===== src/sv/top_clients_by_request_count_unit_defines.svh =====
// ----------------------------------------------------------------------------
// Assertion macros for the client ranking block
// Concurrent checks, clocked on clk and off while arst_n is low.
// ----------------------------------------------------------------------------
`ifndef TOP_CLIENTS_BY_REQUEST_COUNT_UNIT_DEFINES_SVH
`define TOP_CLIENTS_BY_REQUEST_COUNT_UNIT_DEFINES_SVH

// same-cycle implication
`define TCRC_ASSERT_IMPL(lbl, ante, cons, msg) \
	lbl: assert property (@(posedge clk) disable iff (!arst_n) (ante) |-> (cons)) \
		else $error(msg);

// next-cycle implication
`define TCRC_ASSERT_NEXT(lbl, ante, cons, msg) \
	lbl: assert property (@(posedge clk) disable iff (!arst_n) (ante) |=> (cons)) \
		else $error(msg);

`endif


===== src/sv/tcrc_pkg.sv =====
// ----------------------------------------------------------------------------
// tcrc_pkg
// Types and codes shared by the client ranking block.
// ----------------------------------------------------------------------------
`default_nettype none

package tcrc_pkg;

	localparam int unsigned IP_W     = 32;
	localparam int unsigned PORT_W   = 16;
	localparam int unsigned TOTAL_W  = 32;
	localparam int unsigned ACTION_W = 2;
	localparam int unsigned POS_W    = 3;
	localparam int unsigned FILL_W   = 4;

	typedef enum logic [ACTION_W-1:0] {
		ACT_REFRESH = 2'd0,
		ACT_INSERT  = 2'd1,
		ACT_REPLACE = 2'd2,
		ACT_REJECT  = 2'd3
	} action_t;

	typedef enum logic [2:0] {
		ST_IDLE,
		ST_SCAN,
		ST_BUBBLE,
		ST_PLACE,
		ST_DONE
	} state_t;

	typedef struct packed {
		logic [IP_W-1:0]    ip;
		logic [PORT_W-1:0]  port;
		logic [TOTAL_W-1:0] total;
	} entry_t;

endpackage

`default_nettype wire


===== src/sv/tcrc_ram.sv =====
// ----------------------------------------------------------------------------
// tcrc_ram
// Generic single-write, single-read RAM with a registered read port.
// ----------------------------------------------------------------------------
`default_nettype none

module tcrc_ram #(
	parameter int unsigned WIDTH = 80,
	parameter int unsigned DEPTH = 8,
	localparam int unsigned AW = (DEPTH > 1) ? $clog2(DEPTH) : 1
) (
	input  wire logic             clk,
	input  wire logic             we,
	input  wire logic [AW-1:0]    waddr,
	input  wire logic [WIDTH-1:0] wdata,
	input  wire logic [AW-1:0]    raddr,
	output logic      [WIDTH-1:0] rdata
);

	logic [WIDTH-1:0] mem_q [DEPTH];
	logic [WIDTH-1:0] rdata_q;

	always_ff @(posedge clk) begin
		if (we) begin
			mem_q[waddr] <= wdata;
		end
		rdata_q <= mem_q[raddr];
	end

	assign rdata = rdata_q;

endmodule

`default_nettype wire


===== src/sv/top_clients_by_request_count_unit.sv =====
// ----------------------------------------------------------------------------
// top_clients_by_request_count_unit
// Keeps the TOP_SIZE clients with the highest request totals, ranked.
// ----------------------------------------------------------------------------
// Request channel (req_valid/req_stall) carries one client per transfer: its
// address, port and current request total. Response channel
// (rsp_valid/rsp_stall) returns one result per request: action taken, whether
// the client is listed, its rank and the list fill count.
// The list lives in one entry RAM with a registered read. A request
// first scans the valid entries one per cycle, then walks the client upward,
// one RAM read and one shifted entry per cycle, and writes it at its rank.
// A client that is not admitted is neither walked nor written. The single read
// port of the entry RAM paces the scan and the walk.
// One request is in work at a time; req_stall is high until the result sits in
// the response register. A stalled response holds, and a new request is taken
// while it waits; its result then waits for the response register to drain.
// Reset empties the list (fill count zero); entry contents are not cleared.
// ----------------------------------------------------------------------------
`default_nettype none
`include "top_clients_by_request_count_unit_defines.svh"

module top_clients_by_request_count_unit
	import tcrc_pkg::*;
#(
	parameter int unsigned TOP_SIZE = 8
) (
	input  wire logic                clk,
	input  wire logic                arst_n,
	input  wire logic                req_valid,
	output logic                     req_stall,
	input  wire logic [IP_W-1:0]     client_ip,
	input  wire logic [PORT_W-1:0]   client_port,
	input  wire logic [TOTAL_W-1:0]  request_total,
	output logic                     rsp_valid,
	input  wire logic                rsp_stall,
	output logic [ACTION_W-1:0]      action,
	output logic                     in_list,
	output logic [POS_W-1:0]         position,
	output logic [FILL_W-1:0]        fill_count
);

	localparam int unsigned IDX_W = (TOP_SIZE > 1) ? $clog2(TOP_SIZE) : 1;
	localparam int unsigned CNT_W = $clog2(TOP_SIZE + 1);
	localparam int unsigned PW    = (IDX_W > POS_W) ? IDX_W : POS_W;
	localparam int unsigned FW    = (CNT_W > FILL_W) ? CNT_W : FILL_W;
	localparam int unsigned ENT_W = $bits(entry_t);

	state_t            state_q, state_d;
	entry_t            item_q, item_d;
	logic [IDX_W-1:0]  k_q, k_d;
	logic [CNT_W-1:0]  fill_q, fill_d;
	action_t           act_q, act_d;
	logic              inl_q, inl_d;

	logic              mem_we;
	logic [IDX_W-1:0]  mem_waddr, mem_raddr;
	entry_t            mem_wdata, rd_entry;
	logic [ENT_W-1:0]  mem_rdata;

	logic              rsp_valid_q;
	action_t           rsp_act_q;
	logic              rsp_inl_q;
	logic [PW-1:0]     rsp_pos_q;
	logic [FW-1:0]     rsp_fill_q;

	logic              req_xfer, rsp_xfer, rsp_free;
	logic              match, last_scan, full, admit_new, beats;
	logic [IDX_W-1:0]  start_idx, k_dec;

	tcrc_ram #(
		.WIDTH(ENT_W),
		.DEPTH(TOP_SIZE)
	) u_entry_ram (
		.clk  (clk),
		.we   (mem_we),
		.waddr(mem_waddr),
		.wdata(mem_wdata),
		.raddr(mem_raddr),
		.rdata(mem_rdata)
	);

	assign rd_entry  = entry_t'(mem_rdata);
	assign req_stall = (state_q != ST_IDLE);
	assign req_xfer  = req_valid && !req_stall;
	assign rsp_xfer  = rsp_valid_q && !rsp_stall;
	assign rsp_free  = !rsp_valid_q || !rsp_stall;

	assign match     = (rd_entry.ip == item_q.ip) && (rd_entry.port == item_q.port);
	assign last_scan = (CNT_W'(k_q) == (fill_q - CNT_W'(1)));
	assign full      = (fill_q == CNT_W'(TOP_SIZE));
	assign admit_new = !full || (item_q.total > rd_entry.total);
	assign beats     = (item_q.total > rd_entry.total);
	assign k_dec     = k_q - IDX_W'(1);
	assign start_idx = (match || full) ? k_q : IDX_W'(fill_q);

	// next state
	always_comb begin
		state_d = state_q;
		case (state_q)
			ST_IDLE: begin
				if (req_xfer) begin
					state_d = (fill_q == '0) ? ST_PLACE : ST_SCAN;
				end
			end
			ST_SCAN: begin
				if (match || last_scan) begin
					if (!match && !admit_new) begin
						state_d = ST_DONE;
					end else if (start_idx == '0) begin
						state_d = ST_PLACE;
					end else begin
						state_d = ST_BUBBLE;
					end
				end
			end
			ST_BUBBLE: begin
				if (!beats) begin
					state_d = ST_DONE;
				end else if (k_dec == '0) begin
					state_d = ST_PLACE;
				end
			end
			ST_PLACE: state_d = ST_DONE;
			ST_DONE: begin
				if (rsp_free) begin
					state_d = ST_IDLE;
				end
			end
			default: state_d = ST_IDLE;
		endcase
	end

	// datapath and RAM control
	always_comb begin
		item_d    = item_q;
		k_d       = k_q;
		fill_d    = fill_q;
		act_d     = act_q;
		inl_d     = inl_q;
		mem_we    = 1'b0;
		mem_waddr = k_q;
		mem_wdata = item_q;
		mem_raddr = '0;
		case (state_q)
			ST_IDLE: begin
				if (req_xfer) begin
					item_d.ip    = client_ip;
					item_d.port  = client_port;
					item_d.total = request_total;
					k_d          = '0;
					if (fill_q == '0) begin
						act_d  = ACT_INSERT;
						inl_d  = 1'b1;
						fill_d = fill_q + CNT_W'(1);
					end
				end
			end
			ST_SCAN: begin
				if (match || last_scan) begin
					k_d       = start_idx;
					mem_raddr = start_idx - IDX_W'(1);
					inl_d     = 1'b1;
					if (match) begin
						act_d = ACT_REFRESH;
					end else if (!full) begin
						act_d  = ACT_INSERT;
						fill_d = fill_q + CNT_W'(1);
					end else if (admit_new) begin
						act_d = ACT_REPLACE;
					end else begin
						act_d = ACT_REJECT;
						inl_d = 1'b0;
					end
				end else begin
					k_d       = k_q + IDX_W'(1);
					mem_raddr = k_q + IDX_W'(1);
				end
			end
			ST_BUBBLE: begin
				mem_we = 1'b1;
				if (beats) begin
					mem_wdata = rd_entry;
					k_d       = k_dec;
					mem_raddr = k_dec - IDX_W'(1);
				end
			end
			ST_PLACE: mem_we = 1'b1;
			ST_DONE: ;
			default: ;
		endcase
	end

	always_ff @(posedge clk or negedge arst_n) begin
		if (!arst_n) begin
			state_q <= ST_IDLE;
			fill_q  <= '0;
		end else begin
			state_q <= state_d;
			fill_q  <= fill_d;
		end
	end

	always_ff @(posedge clk) begin
		item_q <= item_d;
		k_q    <= k_d;
		act_q  <= act_d;
		inl_q  <= inl_d;
	end

	always_ff @(posedge clk or negedge arst_n) begin
		if (!arst_n) begin
			rsp_valid_q <= 1'b0;
		end else if (state_q == ST_DONE && rsp_free) begin
			rsp_valid_q <= 1'b1;
		end else if (rsp_xfer) begin
			rsp_valid_q <= 1'b0;
		end
	end

	always_ff @(posedge clk) begin
		if (state_q == ST_DONE && rsp_free) begin
			rsp_act_q  <= act_q;
			rsp_inl_q  <= inl_q;
			rsp_pos_q  <= inl_q ? PW'(k_q) : '0;
			rsp_fill_q <= FW'(fill_q);
		end
	end

	assign rsp_valid  = rsp_valid_q;
	assign action     = rsp_act_q;
	assign in_list    = rsp_inl_q;
	assign position   = rsp_pos_q[POS_W-1:0];
	assign fill_count = rsp_fill_q[FILL_W-1:0];

	`TCRC_ASSERT_IMPL(a_fill_bound, 1'b1, fill_q <= CNT_W'(TOP_SIZE), "fill count above list size")
	`TCRC_ASSERT_IMPL(a_fill_step, fill_q != $past(fill_q), fill_q == $past(fill_q) + CNT_W'(1), "fill count moved by other than one")
	`TCRC_ASSERT_IMPL(a_no_idle_write, state_q == ST_IDLE || state_q == ST_DONE, !mem_we, "entry write outside of update")
	`TCRC_ASSERT_NEXT(a_xfer_busy, req_xfer, state_q != ST_IDLE, "request transfer did not start work")

endmodule

`default_nettype wire

===== config.mk =====
export PLATFORM = sky130hd
export DESIGN_NAME = top_clients_by_request_count_unit
export DESIGN_NICKNAME = d
export VERILOG_FILES = /design/src/sv/tcrc_pkg.sv /design/src/sv/tcrc_ram.sv /design/src/sv/top_clients_by_request_count_unit.sv
export VERILOG_INCLUDE_DIRS = /design/src /design/src/sv
export SDC_FILE = /design/constraint.sdc
export NUM_CORES = 1
export LEC_CHECK = 0
export ABC_CLOCK_PERIOD_IN_PS = 10300
export BUFFER_PORTS_ARGS = -buffer_cell sky130_fd_sc_hd__buf_2
export CAP_MARGIN = 20
export CORE_MARGIN = 4
export CORE_UTILIZATION = 45
export CTS_BUF_LIST = sky130_fd_sc_hd__clkbuf_4 sky130_fd_sc_hd__clkbuf_8 sky130_fd_sc_hd__clkbuf_16
export DETAILED_ROUTE_END_ITERATION = 8
export HOLD_SLACK_MARGIN = 0.02
export PLACE_DENSITY = 0.64
export SLEW_MARGIN = 20
export SYNTH_ARGS = -nofsm -noshare
export SYNTH_HDL_FRONTEND = slang
export SYNTH_SLANG_ARGS = --single-unit

===== constraint.sdc =====
create_clock -name clk -period 10.3 [get_ports clk]
set_input_delay 1.545 -clock clk [delete_from_list [all_inputs] [get_ports clk]]
set_output_delay 1.545 -clock clk [all_outputs]
set_load 0.1 [all_outputs]

==> flow_metrics.env <==
export IMPL_status="finished, final reports clean"
export IMPL_hold_viol_final=0
export IMPL_numCtsBuffers=87
export IMPL_portBuffers=95
export IMPL_gp_congestion=0.8014
export IMPL_critPathCaptureType="flop"
export IMPL_cp_data_required_time_ps=10820
export IMPL_postSynthCellCount=1884
export IMPL_final_cell_mix="edfxtp_1 (736), mux2i_1 (483), mux2_2 (128)"
export IMPL_clk_latency_ps=660
export IMPL_yosysTopAreaCell="edfxtp_1"
export IMPL_utilization_pct=51.53
export IMPL_cts_setup_buffers=0
export IMPL_grt_use_total_pct=17.03
export IMPL_stdcell_area_mm2=0.03772
export IMPL_die_y_um=280.1
export IMPL_ys_seq_elements=824
export IMPL_power_leakage_nw=12.85
export IMPL_postCtsHoldBufs=0
export IMPL_met1_length_mm=29.73
export IMPL_hp_class="reg2reg"
export IMPL_cts_root_buffer="clkbuf_16"
export IMPL_avgViaCountPerCell=5.228
export IMPL_arrival_ps=5640
export IMPL_worstRegToRegCells=11
export IMPL_dr_wl_met3_mm=2.392
export IMPL_clk_path_buf_depth=3
export IMPL_first_pass_iters=4
export IMPL_fin_cells=3047
export IMPL_reg2reg_to="u_entry_ram.rdata[43]$_DFF_P_"
export IMPL_totalNegativeSetupSlack_ps=0
export IMPL_clk_pin_slew_ps=60
export IMPL_rsz0062_at_grt="false"
export IMPL_synthArstFlopShare_pct=0.9709
export IMPL_grt_pass1_vias=16626
export IMPL_wl_met2_mm=33.03
export IMPL_drc=0
export IMPL_wl_per_cell_um=21.93
export IMPL_clock_sinks=824
export IMPL_tritoncts="done"
export IMPL_cp_start_kind="flop"
export IMPL_initial_core_util_pct=45.51
export IMPL_antenna_found_initial=5
export IMPL_route_final_wire_length_mm=66.84
export IMPL_hpwlAfterDp_mm=36.72
export IMPL_drive_gt1_share_pct=20.31
export IMPL_period_share_pct=49.72
export IMPL_vias=15931
export IMPL_worst_slew_pin_slew_ps=1093
export IMPL_cts_resized=0
export IMPL_synth_fp_nets=2008
export IMPL_n_antenna_cell=0
export IMPL_place_area_mm2=0.03460
export IMPL_clock_fmax_ghz=0.1953
export IMPL_top_layer="met5"
export IMPL_coreArea_mm2=0.07321
export IMPL_syn_area_per_cell_um2=17.69
export IMPL_drt_iter0_markers=792
export IMPL_slew_headroom_pct=27.15
export IMPL_powerDensity_mw_per_mm2=335.2
export IMPL_irDropWorstVdd_mv=0.4612
export IMPL_nets=2139
export IMPL_synth_edf_count=736
export IMPL_drv_slew=0
export IMPL_area_growth_syn_to_layout_pct=13.22
export IMPL_ys_seq_area_share_pct=71.74
export IMPL_synth_cell_types=54
export IMPL_h_tree_depth=3
export IMPL_cap_viol_max_count=0
export IMPL_r2r_start="item_q[62]$_DFFE_PP_"
export IMPL_grt_start_max_net_pins=119
export IMPL_synth_area_mm2=0.03332
export IMPL_setup_violations=0
export IMPL_hold_depth=0
export IMPL_critPathKind="reg2reg"
export IMPL_min_from="act_q[1]$_SDFFCE_PP0P_"
export IMPL_finClkSkew_ps=42.01
export IMPL_final_common_cell="edfxtp_1"
export IMPL_grt_pass1_wl_mm=101.3
export IMPL_critPathMaxFanout=118
export IMPL_ys_warnings_count=0
export IMPL_ios=96
export IMPL_overflow=0
export IMPL_dp_cells=2885
export IMPL_rows=99
export IMPL_synth_top_cell_area_share_pct=66.33
export IMPL_report_power_total_mw=12.65
export IMPL_antenna_left=0
export IMPL_fp_dieW_um=280.1
export IMPL_die_area_mm2=0.07846
export IMPL_min_period_ps=5121
export IMPL_synth_area_top_cells="edfxtp_1 (66%), mux2i_1 (15%), dfxtp_1 (4.8%)"
export IMPL_r2r_slack_ps=5180
export IMPL_ys_flop_type="edfxtp_1"
export IMPL_holdPathEnd="action[1]$_DFFE_PP_"
==> routing by layer <==
metal / up-vias / global-route usage, %
met1: 8025 / 22.64
met4: 10 / 4.691
met5: - / 0
met3: 119 / 2.929
met2: 266 / 29.16
li1: 7511 / -
==> Yosys cell counts, drive strengths merged, types with 3 or more instances <==
| cell | number |
|---|---|
| nand3b | 3 |
| nor3 | 8 |
| mux2 | 128 |
| mux2i | 483 |
| buf | 58 |
| dfxtp | 80 |
| xor2 | 3 |
| a211o | 3 |
| inv | 40 |
| or3 | 3 |
| edfxtp | 736 |
| a31oi | 6 |
| xnor2 | 54 |
| clkbuf | 21 |
| o21ai | 43 |
| nand4 | 22 |
| ha | 40 |
| nor2b | 6 |
| nor2 | 25 |
| nand2b | 6 |
| and2 | 5 |
| nand2 | 54 |
| a21oi | 23 |
| nand3 | 4 |
| nor4 | 5 |
| dfrtp | 8 |
==> report_power, final <==
| group | internal [mW] | switching (mW) |
|---|---|---|
| sequential | 4.48 | 0.251 |
| combinational | 2.06 | 2.55 |
| clock | 2.02 | 1.28 |
| total | 8.56 | 4.08 |
==> final cells by class <==
| class | instances | area (um2) |
|---|---|---|
| clock buffer | 115 | 2456 |
| fill | 5832 | 35480 |
| clock inverter | 47 | 670.6 |
| timing repair buffer | 121 | 708.2 |
| multi-input combinational | 941 | 8637 |
| inverter | 40 | 150.1 |
| sequential | 824 | 23900 |
| tap | 959 | 1200 |
==> state kept, by name, summed over array words and instances, names as in the netlist, 2 cells and up <==
| signal | count |
|---|---|
| act_q | 2 |
| action | 2 |
| fill_count | 4 |
| fill_q | 4 |
| item_q | 80 |
| k_q | 3 |
| position | 3 |
| state_q | 3 |
| u_entry_ram.mem_q | 640 |
| u_entry_ram.rdata | 80 |
==> critical path, cell delays in order (launching register included) <==
cell and delay (ps):
edfxtp_1 430, xnor2_1 320, nand4_1 360, nor4_2 720, a31oi_2 320, a21oi_1 320
ha_1 280, nor2_1 140, a211o_4 680, buf_12 740, mux2i_1 180, mux2_2 310
==> metrics by stage <==
step	setup WS, ps	hold slack, ps
3_3_place_gp	5290	419.5
4_1_cts	5192	469.4
2_1_floorplan	3373	400.3
3_5_place_dp	5237	425.2
6_report	5179	470.4
5_1_grt	5018	477.2
==> cells by family after synthesis <==
| group | Yosys count | share of synthesized area [%] |
|---|---|---|
| AOI/OAI and AO/OA | 87 | 1.555 |
| DFF | 824 | 71.74 |
| buffers and inverters | 119 | 2.580 |
| adders and majority gates | 40 | 1.502 |
| muxes | 611 | 18.84 |
| xor gates and xnor gates | 57 | 1.498 |
| and+or+nand+nor | 146 | 2.291 |
==> how the worst max path moves through the flow <==
stage / slack [ps] / end / cells after the start / startpoint
floorplan: 3370 / u_entry_ram.mem_q[0][0]$_DFFE_PP_ / 4 / k_q[0]$_DFFE_PP_
global placement: 5290 / u_entry_ram.rdata[65]$_DFF_P_ / 12 / item_q[21]$_DFFE_PP_
detailed placement: 5240 / u_entry_ram.rdata[42]$_DFF_P_ / 12 / item_q[21]$_DFFE_PP_
CTS: 5190 / u_entry_ram.rdata[77]$_DFF_P_ / 12 / item_q[21]$_DFFE_PP_
global route: 5020 / u_entry_ram.rdata[43]$_DFF_P_ / 12 / item_q[21]$_DFFE_PP_
finish: 5180 / u_entry_ram.rdata[43]$_DFF_P_ / 11 / item_q[62]$_DFFE_PP_
Note: power is estimated with default switching activity, not from simulation.
